===== src/oid_pe_pkg.sv =====
// shared types and constants of the object identifier octet encoder
`default_nettype none

package oid_pe_pkg;

  // content buffer depth in octets (8 to 127, so the length fits one octet)
  localparam int CONTENT_DEPTH = 32;
  localparam int IDX_W         = $clog2(CONTENT_DEPTH);
  localparam int CNT_W         = $clog2(CONTENT_DEPTH + 1);

  localparam int ARC_W      = 32;
  // first*40+second needs 38 bits
  localparam int SUBID_W    = 38;
  localparam int RADIX_BITS = 7;
  localparam int MAX_DIGITS = 6;
  localparam int PAD_W      = RADIX_BITS * MAX_DIGITS;
  localparam int DIG_W      = 3;

  localparam int QUEUE_DEPTH = 2;
  localparam int QPTR_W      = $clog2(QUEUE_DEPTH);
  localparam int QCNT_W      = $clog2(QUEUE_DEPTH + 1);

  localparam logic [7:0] CONT_BIT = 8'h80;

  localparam logic [1:0] ERR_NONE     = 2'd0;
  localparam logic [1:0] ERR_FEW_ARCS = 2'd1;
  localparam logic [1:0] ERR_OVERFLOW = 2'd2;

  typedef struct packed {
    logic               has_subid;
    logic               last;
    logic               few_arcs;
    logic [SUBID_W-1:0] subid;
  } queue_entry_t;

  typedef enum logic [1:0] {
    BK_IDLE,
    BK_WRITE,
    BK_CLOSE,
    BK_EMIT
  } back_state_e;

endpackage

`default_nettype wire


===== src/oid_pe_front.sv =====
// front end: takes arcs, merges the first two, classifies each request
`default_nettype none

module oid_pe_front (
  input  wire logic                          clk_i,
  input  wire logic                          rst_ni,
  input  wire logic                          accept_i,
  input  wire logic [oid_pe_pkg::ARC_W-1:0]  arc_value_i,
  input  wire logic                          last_arc_i,
  output logic                               push_o,
  output oid_pe_pkg::queue_entry_t           entry_o
);

  logic [oid_pe_pkg::SUBID_W-1:0] first_x40_q, first_x40_d;
  logic [1:0]                     arcs_seen_q, arcs_seen_d;
  logic [oid_pe_pkg::SUBID_W-1:0] arc_ext;

  assign arc_ext = {{(oid_pe_pkg::SUBID_W - oid_pe_pkg::ARC_W){1'b0}}, arc_value_i};

  always_comb begin
    first_x40_d = first_x40_q;
    arcs_seen_d = arcs_seen_q;
    if (accept_i) begin
      if (arcs_seen_q == 2'd0) begin
        // 40*a = 32*a + 8*a
        first_x40_d = (arc_ext << 5) + (arc_ext << 3);
        arcs_seen_d = 2'd1;
      end else begin
        arcs_seen_d = 2'd2;
      end
      if (last_arc_i) begin
        first_x40_d = '0;
        arcs_seen_d = 2'd0;
      end
    end
  end

  always_comb begin
    push_o             = accept_i && ((arcs_seen_q != 2'd0) || last_arc_i);
    entry_o.has_subid  = (arcs_seen_q != 2'd0);
    entry_o.last       = last_arc_i;
    entry_o.few_arcs   = (arcs_seen_q == 2'd0);
    entry_o.subid      = (arcs_seen_q == 2'd1) ? first_x40_q + arc_ext : arc_ext;
  end

  always_ff @(posedge clk_i or negedge rst_ni) begin
    if (!rst_ni) begin
      first_x40_q <= '0;
      arcs_seen_q <= 2'd0;
    end else begin
      first_x40_q <= first_x40_d;
      arcs_seen_q <= arcs_seen_d;
    end
  end

endmodule

`default_nettype wire


===== src/oid_pe_queue.sv =====
// short request queue between front and back end
`default_nettype none

module oid_pe_queue (
  input  wire logic                       clk_i,
  input  wire logic                       rst_ni,
  input  wire logic                       push_i,
  input  wire oid_pe_pkg::queue_entry_t   entry_i,
  output logic                            full_o,
  input  wire logic                       pop_i,
  output logic                            valid_o,
  output oid_pe_pkg::queue_entry_t        entry_o
);

  oid_pe_pkg::queue_entry_t          slot_q [oid_pe_pkg::QUEUE_DEPTH];
  logic [oid_pe_pkg::QPTR_W-1:0]     wr_ptr_q, rd_ptr_q;
  logic [oid_pe_pkg::QCNT_W-1:0]     cnt_q;

  assign full_o  = (cnt_q == oid_pe_pkg::QCNT_W'(oid_pe_pkg::QUEUE_DEPTH));
  assign valid_o = (cnt_q != '0);
  assign entry_o = slot_q[rd_ptr_q];

  always_ff @(posedge clk_i) begin
    if (push_i) begin
      slot_q[wr_ptr_q] <= entry_i;
    end
  end

  always_ff @(posedge clk_i or negedge rst_ni) begin
    if (!rst_ni) begin
      wr_ptr_q <= '0;
      rd_ptr_q <= '0;
      cnt_q    <= '0;
    end else begin
      if (push_i) begin
        wr_ptr_q <= (wr_ptr_q == oid_pe_pkg::QPTR_W'(oid_pe_pkg::QUEUE_DEPTH - 1)) ?
                    '0 : wr_ptr_q + 1'b1;
      end
      if (pop_i) begin
        rd_ptr_q <= (rd_ptr_q == oid_pe_pkg::QPTR_W'(oid_pe_pkg::QUEUE_DEPTH - 1)) ?
                    '0 : rd_ptr_q + 1'b1;
      end
      cnt_q <= cnt_q + oid_pe_pkg::QCNT_W'(push_i) - oid_pe_pkg::QCNT_W'(pop_i);
    end
  end

endmodule

`default_nettype wire


===== src/oid_pe_back.sv =====
// back end: base-128 coding into the content buffer and octet emission
`default_nettype none

module oid_pe_back (
  input  wire logic                 clk_i,
  input  wire logic                 rst_ni,
  input  wire logic                 valid_i,
  input  wire oid_pe_pkg::queue_entry_t entry_i,
  output logic                      pop_o,
  output logic                      strobe_o,
  output logic [7:0]                octet_o,
  output logic                      is_length_o,
  output logic                      last_octet_o,
  output logic [1:0]                error_code_o
);

  oid_pe_pkg::back_state_e            state_q, state_d;
  logic [oid_pe_pkg::CNT_W-1:0]       cnt_q, cnt_d;
  logic                               ovf_q, ovf_d;
  logic                               few_q, few_d;
  logic                               last_q, last_d;
  logic [oid_pe_pkg::SUBID_W-1:0]     val_q, val_d;
  logic [oid_pe_pkg::DIG_W-1:0]       rem_q, rem_d;
  logic [oid_pe_pkg::IDX_W-1:0]       out_idx_q, out_idx_d;
  logic [7:0]                         rd_data_q;

  logic [7:0]                         mem_q [oid_pe_pkg::CONTENT_DEPTH];
  logic                               we;
  logic [7:0]                         wr_data;
  logic [oid_pe_pkg::IDX_W-1:0]       rd_addr;

  logic [oid_pe_pkg::PAD_W-1:0]       in_pad, val_pad;
  logic [oid_pe_pkg::DIG_W-1:0]       n_digits;
  logic [oid_pe_pkg::CNT_W:0]         need;
  logic                               fits;
  logic [oid_pe_pkg::DIG_W-1:0]       dig_sel;
  logic                               emit_last;

  assign in_pad  = {{(oid_pe_pkg::PAD_W - oid_pe_pkg::SUBID_W){1'b0}}, entry_i.subid};
  assign val_pad = {{(oid_pe_pkg::PAD_W - oid_pe_pkg::SUBID_W){1'b0}}, val_q};

  // number of base-128 digits of the incoming subidentifier
  always_comb begin
    n_digits = oid_pe_pkg::DIG_W'(1);
    for (int k = 1; k < oid_pe_pkg::MAX_DIGITS; k++) begin
      if (in_pad[oid_pe_pkg::RADIX_BITS*k +: oid_pe_pkg::RADIX_BITS] != '0) begin
        n_digits = oid_pe_pkg::DIG_W'(k + 1);
      end
    end
  end

  assign need = {1'b0, cnt_q} + {{(oid_pe_pkg::CNT_W + 1 - oid_pe_pkg::DIG_W){1'b0}}, n_digits};
  assign fits = !ovf_q && (need <= (oid_pe_pkg::CNT_W + 1)'(oid_pe_pkg::CONTENT_DEPTH));

  assign dig_sel   = rem_q - 1'b1;
  assign emit_last = ({1'b0, out_idx_q} + 1'b1) == cnt_q;

  // next state and register updates
  always_comb begin
    state_d   = state_q;
    cnt_d     = cnt_q;
    ovf_d     = ovf_q;
    few_d     = few_q;
    last_d    = last_q;
    val_d     = val_q;
    rem_d     = rem_q;
    out_idx_d = out_idx_q;
    case (state_q)
      oid_pe_pkg::BK_IDLE: begin
        if (valid_i) begin
          few_d  = entry_i.few_arcs;
          last_d = entry_i.last;
          if (entry_i.has_subid && fits) begin
            val_d   = entry_i.subid;
            rem_d   = n_digits;
            state_d = oid_pe_pkg::BK_WRITE;
          end else begin
            if (entry_i.has_subid) begin
              ovf_d = 1'b1;
            end
            state_d = entry_i.last ? oid_pe_pkg::BK_CLOSE : oid_pe_pkg::BK_IDLE;
          end
        end
      end
      oid_pe_pkg::BK_WRITE: begin
        cnt_d = cnt_q + 1'b1;
        rem_d = rem_q - 1'b1;
        if (rem_q == oid_pe_pkg::DIG_W'(1)) begin
          state_d = last_q ? oid_pe_pkg::BK_CLOSE : oid_pe_pkg::BK_IDLE;
        end
      end
      oid_pe_pkg::BK_CLOSE: begin
        out_idx_d = '0;
        if (few_q || ovf_q || (cnt_q == '0)) begin
          cnt_d   = '0;
          ovf_d   = 1'b0;
          state_d = oid_pe_pkg::BK_IDLE;
        end else begin
          state_d = oid_pe_pkg::BK_EMIT;
        end
      end
      oid_pe_pkg::BK_EMIT: begin
        out_idx_d = out_idx_q + 1'b1;
        if (emit_last) begin
          cnt_d   = '0;
          ovf_d   = 1'b0;
          state_d = oid_pe_pkg::BK_IDLE;
        end
      end
      default: begin
        state_d = oid_pe_pkg::BK_IDLE;
      end
    endcase
  end

  // outputs, buffer port control
  always_comb begin
    pop_o        = 1'b0;
    strobe_o     = 1'b0;
    octet_o      = '0;
    is_length_o  = 1'b0;
    last_octet_o = 1'b0;
    error_code_o = oid_pe_pkg::ERR_NONE;
    we           = 1'b0;
    wr_data      = {(rem_q != oid_pe_pkg::DIG_W'(1)),
                    val_pad[oid_pe_pkg::RADIX_BITS*dig_sel +: oid_pe_pkg::RADIX_BITS]};
    rd_addr      = '0;
    case (state_q)
      oid_pe_pkg::BK_IDLE: begin
        pop_o = valid_i;
      end
      oid_pe_pkg::BK_WRITE: begin
        we = 1'b1;
      end
      oid_pe_pkg::BK_CLOSE: begin
        strobe_o = 1'b1;
        if (few_q) begin
          last_octet_o = 1'b1;
          error_code_o = oid_pe_pkg::ERR_FEW_ARCS;
        end else if (ovf_q) begin
          last_octet_o = 1'b1;
          error_code_o = oid_pe_pkg::ERR_OVERFLOW;
        end else begin
          octet_o      = 8'(cnt_q) & ~oid_pe_pkg::CONT_BIT;
          is_length_o  = 1'b1;
          last_octet_o = (cnt_q == '0);
        end
      end
      oid_pe_pkg::BK_EMIT: begin
        strobe_o     = 1'b1;
        octet_o      = rd_data_q;
        last_octet_o = emit_last;
        rd_addr      = out_idx_q + 1'b1;
      end
      default: begin
        pop_o = 1'b0;
      end
    endcase
  end

  always_ff @(posedge clk_i) begin
    if (we) begin
      mem_q[cnt_q[oid_pe_pkg::IDX_W-1:0]] <= wr_data;
    end
    rd_data_q <= mem_q[rd_addr];
  end

  always_ff @(posedge clk_i or negedge rst_ni) begin
    if (!rst_ni) begin
      state_q   <= oid_pe_pkg::BK_IDLE;
      cnt_q     <= '0;
      ovf_q     <= 1'b0;
      few_q     <= 1'b0;
      last_q    <= 1'b0;
      rem_q     <= '0;
      out_idx_q <= '0;
    end else begin
      state_q   <= state_d;
      cnt_q     <= cnt_d;
      ovf_q     <= ovf_d;
      few_q     <= few_d;
      last_q    <= last_d;
      rem_q     <= rem_d;
      out_idx_q <= out_idx_d;
    end
  end

  always_ff @(posedge clk_i) begin
    val_q <= val_d;
  end

`ifndef SYNTHESIS
  a_err_is_final: assert property (@(posedge clk_i) disable iff (!rst_ni)
    (strobe_o && (error_code_o != oid_pe_pkg::ERR_NONE)) |-> last_octet_o)
    else $error("error result not marked final");

  a_write_in_range: assert property (@(posedge clk_i) disable iff (!rst_ni)
    (state_q == oid_pe_pkg::BK_WRITE) |->
      (cnt_q < oid_pe_pkg::CNT_W'(oid_pe_pkg::CONTENT_DEPTH)) && !ovf_q)
    else $error("content write beyond buffer");

  a_emit_follows_length: assert property (@(posedge clk_i) disable iff (!rst_ni)
    (state_q == oid_pe_pkg::BK_CLOSE) && !few_q && !ovf_q && (cnt_q != '0) |=>
      (state_q == oid_pe_pkg::BK_EMIT) && (out_idx_q == '0))
    else $error("content does not follow length octet");

  a_cleared_after_final: assert property (@(posedge clk_i) disable iff (!rst_ni)
    (strobe_o && last_octet_o) |=> (cnt_q == '0) && !ovf_q)
    else $error("identifier state not cleared after final result");
`endif

endmodule

`default_nettype wire


===== src/oid_per_octet_encoder_core.sv =====
// top level of the object identifier octet encoder
//
// usage:
//   request channel: drive arc_value_i and last_arc_i with start_i high; the
//   request is taken at a rising edge where busy_o is low. one request per arc,
//   last_arc_i high on the final arc of an identifier.
//   result channel: strobe_o marks one result per cycle on octet_o,
//   is_length_o, last_octet_o and error_code_o. the receiver cannot stall, so
//   results leave at one per cycle once emission starts.
// timing:
//   the front end passes each request into a two-entry queue; the back end
//   pops a request in its idle state, then writes its base-128 digits (1 to
//   6) into the content buffer, which has one write and one read port.
//   with an empty queue the length octet (or the single error result) comes
//   after the last arc's digits are written; the content octets stream one
//   per cycle right after the length octet.
//   busy_o is high only while the request queue is full.
// reset:
//   asynchronous, active low; clears queue, arc tracking and buffer count.
//   buffer contents are not cleared, only entries below the count are output.
`default_nettype none

module oid_per_octet_encoder_core (
  input  wire logic        clk_i,
  input  wire logic        rst_ni,
  input  wire logic        start_i,
  output logic             busy_o,
  input  wire logic [31:0] arc_value_i,
  input  wire logic        last_arc_i,
  output logic             strobe_o,
  output logic [7:0]       octet_o,
  output logic             is_length_o,
  output logic             last_octet_o,
  output logic [1:0]       error_code_o
);

  logic                     accept;
  logic                     push;
  oid_pe_pkg::queue_entry_t front_entry;
  logic                     q_full;
  logic                     q_valid;
  logic                     pop;
  oid_pe_pkg::queue_entry_t back_entry;

  // request taken when not back-pressured by a full queue
  assign busy_o = q_full;
  assign accept = start_i && !q_full;

  // arc merging and classification
  oid_pe_front u_front (
    .clk_i       (clk_i),
    .rst_ni      (rst_ni),
    .accept_i    (accept),
    .arc_value_i (arc_value_i),
    .last_arc_i  (last_arc_i),
    .push_o      (push),
    .entry_o     (front_entry)
  );

  // decouples front from back end
  oid_pe_queue u_queue (
    .clk_i   (clk_i),
    .rst_ni  (rst_ni),
    .push_i  (push),
    .entry_i (front_entry),
    .full_o  (q_full),
    .pop_i   (pop),
    .valid_o (q_valid),
    .entry_o (back_entry)
  );

  // digit coding, buffering and octet output
  oid_pe_back u_back (
    .clk_i        (clk_i),
    .rst_ni       (rst_ni),
    .valid_i      (q_valid),
    .entry_i      (back_entry),
    .pop_o        (pop),
    .strobe_o     (strobe_o),
    .octet_o      (octet_o),
    .is_length_o  (is_length_o),
    .last_octet_o (last_octet_o),
    .error_code_o (error_code_o)
  );

endmodule

`default_nettype wire

===== config.mk =====
export PLATFORM = sky130hd
export DESIGN_NAME = oid_per_octet_encoder_core
export DESIGN_NICKNAME = d
export VERILOG_FILES = /design/src/oid_pe_pkg.sv /design/src/oid_pe_front.sv /design/src/oid_pe_queue.sv /design/src/oid_pe_back.sv /design/src/oid_per_octet_encoder_core.sv
export SDC_FILE = /design/constraint.sdc
export NUM_CORES = 1
export LEC_CHECK = 0
export BUFFER_PORTS_ARGS = -buffer_cell sky130_fd_sc_hd__buf_2
export CORE_MARGIN = 1
export CORE_UTILIZATION = 68
export DETAILED_ROUTE_END_ITERATION = 8
export GPL_ROUTABILITY_DRIVEN = 0
export PLACE_DENSITY = 0.86
export SLEW_MARGIN = 20
export SYNTH_ARGS = -nofsm -noshare
export SYNTH_HDL_FRONTEND = slang
export SYNTH_SLANG_ARGS = --single-unit
export TNS_END_PERCENT = 1

===== constraint.sdc =====
create_clock -name clk_i -period 12.4 [get_ports clk_i]
set_clock_uncertainty 0.15 [all_clocks]
set_input_delay 2.48 -clock clk_i [delete_from_list [all_inputs] [get_ports clk_i]]
set_output_delay 2.48 -clock clk_i [all_outputs]
set_load 0.005 [all_outputs]

==> results.toml, run 1 <==
[outcome]
outcome = "complete, no violations"

[yosys]
synth.mux.area_fraction = 0.0710
number_of_storage_elements_in_the_synthesis_netlist = 444
synth-seq-area-share = 0.599
synthesis.area_per_instance_um2 = 12.4
yosysTopAreaCell = "edfxtp_1"
yosysTopAreaCellShare = 0.522
synth-adder-area-share = 0.0439
ys.flop_type = "edfxtp_1"
synth_area_um2 = 21600
synthXorXnorAreaFrac = 0.0215
synth_cells = 1745
synth-edff-count = 376
simple_gate_area_share_of_the_yosys_netlist = 0.103
syn-num-nets = 1855
synth-warning-count = 0
netlist_top_cells_area = "edfxtp_1, dfrtp_1, ha_1, mux2_2, nand2_1"
synth_compound_gate_area_share = 0.138
ys_async_sr_fraction = 0.135
netlist-cell-type-count = 75
combinational_family_with_the_most_area_after_synthesis = "compound AO/OA/AOI/OAI gates"

[timing]
timing_worst_slew_pin_value_ps = 1030
setup_ws_ps = 5550
final.setup.tns_ps = 0
rsz0062_at_grt = "false"
period_utilization_post_route = 0.552
maxClockFrequency_ghz = 0.146
fin_crit_ps = 6850
timing.final.hold_violations = 0
final_max_slew_viol_count = 0
setup-violations-final = 0
max_slew_margin = 0.309

[worst_hold_path]
hold_path_depth = 2
tightest_hold_check_type = "reg2reg"
source_of_the_worst_hold_timing_path = "u_front.first_x40_q[29]"

[cells_and_area]
finalNetCount = 1882
antennaDiodeCount = 0
syn2layout_area_growth_pct = 9.50
fillers = 1834
drive_gt1_frac = 0.145
regArea_um2 = 13000
combined_area_of_the_multi_input_logic_cells_um2 = 8230

[cts]
clock_tree.htree_level_count = 2
cts-hold-fix-buffers = 0
cts_buffers = 44
clk_latency_ps = 550
clockRootBuffer = "clkbuf_16"
clock_sink_count = 444
post_cts_gate_resize_count = 0
clock_input_transition_at_the_sequential_cells_of_the_worst_setup_and_hold_paths_ps = 60
postCtsSetupBuffers = 0
clk_path_buf_depth = 3
cts_tree = "yes"

[route]
detail_route.wl_per_cell_um = 21.8
wl_met2_um = 24200
highest_layer = "met4"
dr.pass1.iters = 5
antenna_left = 0
vias = 14700
met1_routed_wirelength_after_detailed_routing_um = 18600
met3WireLength_um = 3430
drt_iter0_drc = 1957
route.final.wire_length_um = 48000
remaining_drc_errors = 0
routed_via_density = 6.65

[global_routing]
groute.usage.overall = 0.296
grt_max_degree = 67
grt_antenna_before_repair = 0
gr-total-overflow = 0
grt_first_pass_wirelength_um = 75600
via_count_of_the_first_global_routing_pass = 14300

[placed_design]
pre_cts_slack_ps = 6200
dp.final_hpwl_um = 31000
place.port_buffers = 49

[floorplanning]
std_cell_rows = 64
chipHeight_um = 180
dieArea_um2 = 32500
start_util = 0.700
die-width_um = 180
floorplan.io_pins = 50
core-area_um2 = 30900

[worst_setup_path]
r2r-start = "u_queue.rd_ptr_q"
slowest_delay_ps = 830
regToRegEndpoint = "u_back.val_q[27]"
critical_path.endpoint_type = "output pin"
worst_r2r_path_depth = 16
worst-r2r-setup-slack_ps = 7030
criticalPathCategory = "reg2out"
setup.worst_path.start = "u_back.out_idx_q[0]"
worstPathCellList = "buf_4, nand3_1, xnor2_1, a211oi_1, o21ai_0, a21oi_1, buf_2"
startpoint_type = "register"
cp.required_ps = 9770
crit_path_end = "last_octet_o"
crit_fanout = 64
crit_arrival_ps = 4220
critical-path-slowest-cell = "dfrtp_4"

[power_and_ir_drop]
power.static_leakage_uw = 0.00869
swShare = 0.363
share_comb_of_total_power = 0.356
power.internal_uw = 3680
power_frac_seq = 0.418
p_sw_uw = 2090
power.ir.vdd_worst_mv = 0.202
p_per_area_nw_per_um2 = 244
power_frac_clock = 0.226

[run]
max_cap_viol_count = 0
## layer usage
layer	vias to the layer above	track usage
met5	-	0
met4	0	0.119
met3	132	0.0370
met2	752	0.515
met1	7036	0.381
li1	6737	-
## worst max-delay path, delay by kind of cell, from the launching register on
kind | cells | cell delay [ps]
buffers and inverters | 2 | 900
AO/OA/AOI/OAI | 3 | 830
flip-flops | 1 | 830
XOR/XNOR | 1 | 820
AND/OR/NAND/NOR | 1 | 220
## cells in the final DEF (no fill, tap or decap), types with 8 or more instances in the layout
cell type / count
o221ai_1: 15
a221oi_1: 12
or3_1: 10
mux2i_1: 23
clkinv_2: 12
dfxtp_1: 8
edfxtp_1: 376
xor2_1: 23
a31oi_1: 46
xnor2_1: 29
a21o_1: 37
buf_2: 49
nand2b_1: 12
o21a_1: 13
inv_1: 40
nor2b_1: 36
o31ai_1: 13
nor2_1: 97
nor3_1: 23
clkbuf_16: 46
dfrtp_1: 59
a22o_1: 15
a21oi_1: 82
mux4_2: 23
nand2_1: 184
mux2_2: 70
and3_1: 28
and2_1: 8
nand3_1: 29
clkbuf_1: 8
ha_1: 70
o21bai_1: 9
buf_4: 19
a211oi_1: 46
o21ai_0: 112
## cell families after synthesis
logic type	count (synthesis)
mux	116
fa+ha+maj	74
flops	444
buf+inv	129
xor+xnor	53
compound gates	457
simple gates	472
## layout make-up
class                   count  share of cell area
clock buffers              58              0.0522
clock inverters            24             0.00851
inverters                  41             0.00650
multi-input cells        1172               0.348
flip-flops and latches    444               0.547
well taps                 396              0.0209
repair buffers             69              0.0172
## Yosys cell counts (all sizes together), types with 3 or more instances
cell type and number:
nand2 185, buf 18, o2111ai 5, nor3b 5
nor4 7, nand2b 13, o221ai 15, or2 3
nand3 29, o211ai 5, a32o 4, a41oi 3
fa 3, nor3 23, or3 10, a221oi 13
edfxtp 376, o21bai 9, o21ai 122, o31ai 14
xor2 24, clkbuf 70, a22o 16, nor2 100
inv 41, and3 28, nand3b 5, o31a 4
dfrtp 60, nor4b 4, mux4 23, nand4 5
mux2 70, a211oi 47, a21boi 5, dfxtp 8
mux2i 23, nor2b 36, o21a 13, a31oi 46
xnor2 29, a21oi 82, ha 71, and2 9
a21o 38
## flip-flops by register name (all words and copies together), names as in the netlist
register and count:
u_back.mem_q 256, u_queue.slot_q 82, u_back.val_q 38, u_front.first_x40_q 35
u_back.rd_data_q 8, u_back.cnt_q 6, u_back.out_idx_q 5, u_back.rem_q 3
u_back.state_q 2, u_front.arcs_seen_q 2, u_queue.cnt_q 2, u_back.few_q 1
u_back.last_q 1, u_back.ovf_q 1, u_queue.rd_ptr_q 1, u_queue.wr_ptr_q 1
## power by group through the flow
stage | clock network, uW | registers [uW] | logic, uW
after floorplan | 0 | 2330 | 1450
after global placement | 0 | 2420 | 1910
after detailed placement | 0 | 2430 | 2000
after CTS | 1310 | 2410 | 2030
after global routing | 1380 | 2440 | 2220
final | 1310 | 2410 | 2060
## how the worst min path moves through the flow
stage	endpoint	slack (ps)
2_1_floorplan	u_front.first_x40_q[22]	300
3_3_place_gp	u_front.first_x40_q[23]	320
3_5_place_dp	u_front.first_x40_q[16]	330
4_1_cts	u_front.first_x40_q[16]	340
5_1_grt	u_front.first_x40_q[29]	360
6_report	u_front.first_x40_q[29]	340
## stage by stage
step	util	total power, uW	std cells	cell area [um^2]	hold slack [ps]
after floorplan	-	3790	1745	21600	303
after global routing	0.766	6030	2204	23700	363
final	0.766	5780	2204	23700	337
after CTS	0.766	5750	2204	23700	342
after detailed placement	0.720	4430	2122	22200	330
after global placement	0.719	4330	2121	22200	318
(Power assumes the default switching activity.)
==> run 2, diff against run 1 <==
ABC_AREA = 1   (was unset)
CORE_UTILIZATION = 57   (was 68)
PLACE_DENSITY = 0.76   (was 0.86)
clock period = 5.5 ns   (was 12.4 ns; I/O delays follow)
==> run 2 against run 1 <==
  * Area after synthesis grew 3.6%
  * Critical path type is now reg2reg
  * Final cell count rose by 36%
  * Combinational power rose by 130%
  * Highest routed layer unchanged
  * Critical endpoint is now u_back.val_q[6]
  * Sequential power rose by 120%
==> results.toml, run 2 <==
[outcome]
outcome = "complete, no violations"

[power_and_ir_drop]
p_per_area_nw_per_um2 = 536
power_frac_seq = 0.408
power.internal_uw = 8170
power.ir.vdd_worst_mv = 0.394
swShare = 0.383
power.static_leakage_uw = 0.00994
power_frac_clock = 0.235
share_comb_of_total_power = 0.357
p_sw_uw = 5070

[worst_setup_path]
r2r-start = "u_queue.rd_ptr_q"
worst-r2r-setup-slack_ps = 680
cp.required_ps = 5540
path_delay_family = "simple AND/OR/NAND/NOR gates"
cp.depth = 20
slowest_delay_ps = 850
criticalPathCategory = "reg2reg"
regToRegEndpoint = "u_back.val_q[6]"
worst_r2r_path_depth = 20
path_common_cell = "nand2_1"
critical_path.endpoint_type = "register"
crit_arrival_ps = 4850
crit_buf_inv = 4
critical-path-slowest-cell = "nor2_4"
startpoint_type = "register"
crit_fanout = 38
worstPathCellList = "inv_1, or2_2, o21ai_0, nand2_1, nor2_1, nand2_1, nand2_1, a21boi_0, ha_1, inv_1, fa_1, inv_1, nand3_1, nand3_1, nand2_1, inv_1, nand3_1, nand2_1, nand3_1, nor2_4"

[placed_design]
place.port_buffers = 49
placed_cells_incl_taps = 2910
dp.final_hpwl_um = 40300

[floorplanning]
start_util = 0.578
dieArea_um2 = 40100
floorplan.io_pins = 50
core-area_um2 = 38700
chipHeight_um = 200
die-width_um = 200
std_cell_rows = 72

[route]
drt_iter0_drc = 2051
antenna_left = 0
routed_via_density = 5.94
detail_route.wl_per_cell_um = 19.5
dr.pass1.iters = 6
remaining_drc_errors = 0
vias = 17800
route.final.wire_length_um = 58500

[yosys]
synth-warning-count = 0
synthesis.area_per_instance_um2 = 9.34
ys_async_sr_fraction = 0.135
count_leader_synth = "nand2_1"
syn-num-nets = 2508
synth-seq-area-share = 0.578
synth-edff-count = 376
ys.flop_type = "edfxtp_1"
netlist_top_cells_area = "edfxtp_1, nand2_1, dfrtp_1, nor2_1, o21ai_0"
synth_cells = 2398
netlist-cell-type-count = 49
yosysTopAreaCell = "edfxtp_1"
netlist_top_cells_count = "nand2_1, edfxtp_1, nor2_1"
synth_area_um2 = 22400
number_of_storage_elements_in_the_synthesis_netlist = 444
yosysTopAreaCellShare = 0.504

[cells_and_area]
most_common_cell_after_layout_fill_and_taps_aside = "nand2_1"
syn2layout_area_growth_pct = 10.3
drive_gt1_frac = 0.0731
stdcell_count = 2993
antennaDiodeCount = 0
fillers = 3066
finalNetCount = 2549
largest_register_ff_count = 256
final_cell_mix = "nand2_1, edfxtp_1, nor2_1"

[timing]
final.setup.tns_ps = 0
setup-violations-final = 0
maxClockFrequency_ghz = 0.208
timing.final.hold_violations = 0
period_utilization_post_route = 0.876
final_max_slew_viol_count = 0
fin_hold_ws_ps = 339
timing_worst_slew_pin_value_ps = 1050
max_slew_margin = 0.301
fin_crit_ps = 4820
rsz0062_at_grt = "false"

[worst_hold_path]
min_delay_worst_endpoint = "u_front.first_x40_q[23]"
tightest_hold_check_type = "reg2reg"
hold_path_depth = 2
source_of_the_worst_hold_timing_path = "u_front.first_x40_q[23]"

[cts]
post_cts_gate_resize_count = 0
clockRootBuffer = "clkbuf_16"
cts-hold-fix-buffers = 0
cts_tree = "yes"
clk_latency_ps = 590
clock_tree.htree_level_count = 2
clk_path_buf_depth = 3
clock_input_transition_at_the_sequential_cells_of_the_worst_setup_and_hold_paths_ps = 60
clock_sink_count = 444
cts_buffers = 45
postCtsSetupBuffers = 0

[global_routing]
gr-total-overflow = 0
grt_max_degree = 89
grt_first_pass_wirelength_um = 91800
groute.usage.overall = 0.292
grt_antenna_before_repair = 0
via_count_of_the_first_global_routing_pass = 16900

[run]
max_cap_viol_count = 0
==> run 2: cell types whose count changed in the layout (fill, tap and decap cells not counted), moves of 41 or more <==
cell | before | now
o21ai_0 | 112 | 246
a211oi_1 | 46 | 0
a31oi_1 | 46 | 5
nand3_1 | 29 | 131
mux2_2 | 70 | 0
nor2_1 | 97 | 350
nand2_1 | 184 | 586
inv_1 | 40 | 164
==> run 2: layer usage <==
layer / vias to the layer above / share of wire / track usage
li1: 8374 / - / -
met1: 8367 / 0.40 / 0.381
met2: 872 / 0.47 / 0.484
met3: 177 / 0.078 / 0.0353
met4: 0 / 0.051 / 0.146
met5: - / 0 / 0
==> run 2: cell type report <==
class	instances	area, um^2	area share
clock inverters	27	322	0.0130
well taps	518	648	0.0262
clock buffers	56	1210	0.0488
inverters	173	652	0.0264
multi-input cells	1702	8480	0.343
flip-flops and latches	444	13000	0.524
repair buffers	73	458	0.0185
==> run 2: through the flow <==
stage,instance area (um^2),total power (uW),setup slack [ps],utilization
after floorplan,22400,8500,733,-
after global placement,23100,9900,953,0.597
after detailed placement,23200,10100,699,0.599
after CTS,24700,13200,680,0.638
after global routing,24700,13900,149,0.638
final,24700,13200,682,0.638
==> run 2: logic make-up (layout without fill, tap and decap cells) <==
kind of cell,Yosys count,count (layout),synth area share
simple gates,1141,1141,0.208
buf+inv,252,329,0.0450
fa+ha+maj,74,74,0.0423
compound gates,461,461,0.116
mux,6,6,0.00268
flops,444,444,0.578
xor+xnor,20,20,0.00782
==> run 2: worst max-delay path by stage <==
stage,from,endpoint,slack [ps]
2_1_floorplan,u_queue.rd_ptr_q,u_back.val_q[0],730
3_3_place_gp,u_queue.rd_ptr_q,u_back.val_q[18],950
3_5_place_dp,u_queue.rd_ptr_q,u_back.val_q[4],700
4_1_cts,u_queue.rd_ptr_q,u_back.val_q[6],680
5_1_grt,u_queue.rd_ptr_q,u_back.val_q[10],150
6_report,u_queue.rd_ptr_q,u_back.val_q[6],680
==> run 2: power by group through the flow <==
stage	registers, uW	logic, uW	clock network (uW)
3_5_place_dp	5450	4640	0
2_1_floorplan	5330	3170	0
3_3_place_gp	5450	4460	0
6_report	5400	4730	3110
5_1_grt	5450	5230	3270
4_1_cts	5390	4670	3150
==> run 2: worst min-delay path, delay by kind of cell, from the launching register on <==
kind | cells | cell delay, ps
simple gates | 1 | 50
compound gates | 1 | 50
flops | 1 | 350
==> run 3, diff against run 2 <==
CORE_ASPECT_RATIO = 0.6   (was unset)
==> run 3 against run 2 <==
  * Maximum frequency up 1.5%
  * Routed wire length up 3.7%
  * Final cell count down 0.43%
  * Register-to-register slack better by 70 ps
  * Clock power down 11%
  * Via count up 1.5%
  * Critical path type unchanged
  * Critical endpoint is now u_back.val_q[12]
  * Largest power group unchanged
==> results.toml, run 3 (synthesized netlist as in run 2, its figures left out) <==
[placed_design]
place.port_buffers = 49
pre_cts_slack_ps = 820
dp.final_hpwl_um = 42700

[cts]
cts_buffers = 40
clock_input_transition_at_the_sequential_cells_of_the_worst_setup_and_hold_paths_ps = 70
clock_tree.htree_level_count = 2
cts-hold-fix-buffers = 0
postCtsSetupBuffers = 0
clock_sink_count = 444
clk_path_buf_depth = 3
post_cts_gate_resize_count = 0
clockRootBuffer = "clkbuf_16"
cts_tree = "yes"
clk_latency_ps = 560

[worst_setup_path]
r2r-start = "u_queue.rd_ptr_q"
criticalPathCategory = "reg2reg"
regToRegEndpoint = "u_back.val_q[12]"
crit_arrival_ps = 4760
worst_r2r_path_depth = 19
crit_fanout = 38
cp.required_ps = 5510
crit_path_end = "u_back.val_q[12]"
worst-r2r-setup-slack_ps = 750
critical_path.endpoint_type = "register"
startpoint_type = "register"
setup.worst_path.start = "u_queue.rd_ptr_q"

[cells_and_area]
most_common_cell_after_layout_fill_and_taps_aside = "nand2_1"
combined_area_of_the_multi_input_logic_cells_um2 = 8490
final_cell_mix = "nand2_1, edfxtp_1, nor2_1"
fillers = 3018
largest_register_ff_count = 256
drive_gt1_frac = 0.0662
finalNetCount = 2542
layout_utilization = 0.640
syn2layout_area_growth_pct = 9.16
regArea_um2 = 13000

[timing]
rsz0062_at_grt = "false"
setup-violations-final = 0
max_slew_margin = 0.267
maxClockFrequency_ghz = 0.211
period_utilization_post_route = 0.863
fin_hold_ws_ps = 338
final_max_slew_viol_count = 0
timing_worst_slew_pin_value_ps = 1100
timing.final.hold_violations = 0
fin_crit_ps = 4750
setup_ws_ps = 754
final.setup.tns_ps = 0

[floorplanning]
floorplan.io_pins = 50
start_util = 0.587
chipHeight_um = 156
die-width_um = 258
core-area_um2 = 38200
dieArea_um2 = 40100
std_cell_rows = 55

[global_routing]
gr-total-overflow = 0
grt_first_pass_wirelength_um = 93900
grt_antenna_before_repair = 2
via_count_of_the_first_global_routing_pass = 16600
groute.usage.overall = 0.305
grt_max_degree = 69

[power_and_ir_drop]
p_per_area_nw_per_um2 = 531
power.static_leakage_uw = 0.00979
power.ir.vdd_worst_mv = 0.600

[route]
routed_via_density = 6.06
vias = 18000
antenna_left = 0
dr.pass1.iters = 6
remaining_drc_errors = 0
route.final.wire_length_um = 60600
drt_iter0_drc = 2634
detail_route.wl_per_cell_um = 20.4

[run]
max_cap_viol_count = 0

[worst_hold_path]
tightest_hold_check_type = "reg2reg"

[outcome]
outcome = "complete, no violations"
-- run 3: cell types whose count changed in the layout (fill, tap and decap cells not counted), moves of 2 or more --
| cell | previous run | this run |
|---|---|---|
| clkinv_2 | 14 | 9 |
| bufinv_16 | 5 | 3 |
| inv_6 | 2 | 0 |
| clkbuf_1 | 7 | 10 |
| clkbuf_8 | 4 | 1 |
| diode_2 | 0 | 3 |
| clkbuf_16 | 45 | 42 |
| clkinv_4 | 2 | 0 |
| clkinv_1 | 4 | 9 |
-- run 3: final cells by class --
type | count | area share
Clock buffer | 53 | 0.0451
Timing Repair Buffer | 71 | 0.0173
Tap cell | 513 | 0.0262
Inverter | 173 | 0.0266
Antenna cell | 3 | 0.000307
Multi-Input combinational cell | 1702 | 0.347
Sequential cell | 444 | 0.530
Clock inverter | 21 | 0.00767
-- run 3: worst min-delay path by stage --
stage                               to                    start  slack [ps]  cells after the start
6_report               u_back.rem_q[1]          u_back.rem_q[1]         340                      2
3_5_place_dp    u_front.first_x40_q[8]   u_front.first_x40_q[8]         320                      2
4_1_cts         u_front.first_x40_q[8]   u_front.first_x40_q[8]         340                      2
2_1_floorplan          u_back.rem_q[1]          u_back.rem_q[1]         300                      2
3_3_place_gp           u_back.rem_q[1]          u_back.rem_q[1]         320                      2
5_1_grt        u_front.first_x40_q[25]  u_front.first_x40_q[25]         370                      2
-- run 3: routing by layer --
| metal | up-vias | global-route usage | part of all wire |
|---|---|---|---|
| met2 | 1106 | 0.426 | 0.40 |
| met3 | 129 | 0.0749 | 0.14 |
| met1 | 8459 | 0.474 | 0.44 |
| met4 | 0 | 0.0755 | 0.023 |
| met5 | - | 0 | 0 |
| li1 | 8354 | - | - |
-- run 3: worst max-delay path: stages, from the launching register on --
cell and delay [ps]:
dfrtp_1 380, inv_1 510, buf_4 310, or2_2 120, o21ai_0 110, nand4_1 140
inv_1 60, a21boi_0 230, ha_1 230, inv_1 60, fa_1 400, inv_1 120
nand3_1 80, nand3_1 100, nand2_1 60, inv_1 50, nand3_1 80, nand2_1 110
nand3_1 190, nor2_4 840
-- run 3: where the power goes --
| part | switching [uW] | internal (uW) | total, uW |
|---|---|---|---|
| sequential | 374 | 5060 | 5430 |
| combinational | 3510 | 1280 | 4790 |
| clock | 1210 | 1560 | 2770 |
| total | 5100 | 7900 | 13000 |
-- run 3: metrics by stage --
stage	instances	area, um^2	total power, uW
after floorplan	2398	22400	8500
after global placement	2902	23100	9930
after detailed placement	2903	23200	10100
after CTS	2977	24400	12900
after global routing	2978	24500	13700
final	2980	24500	13000
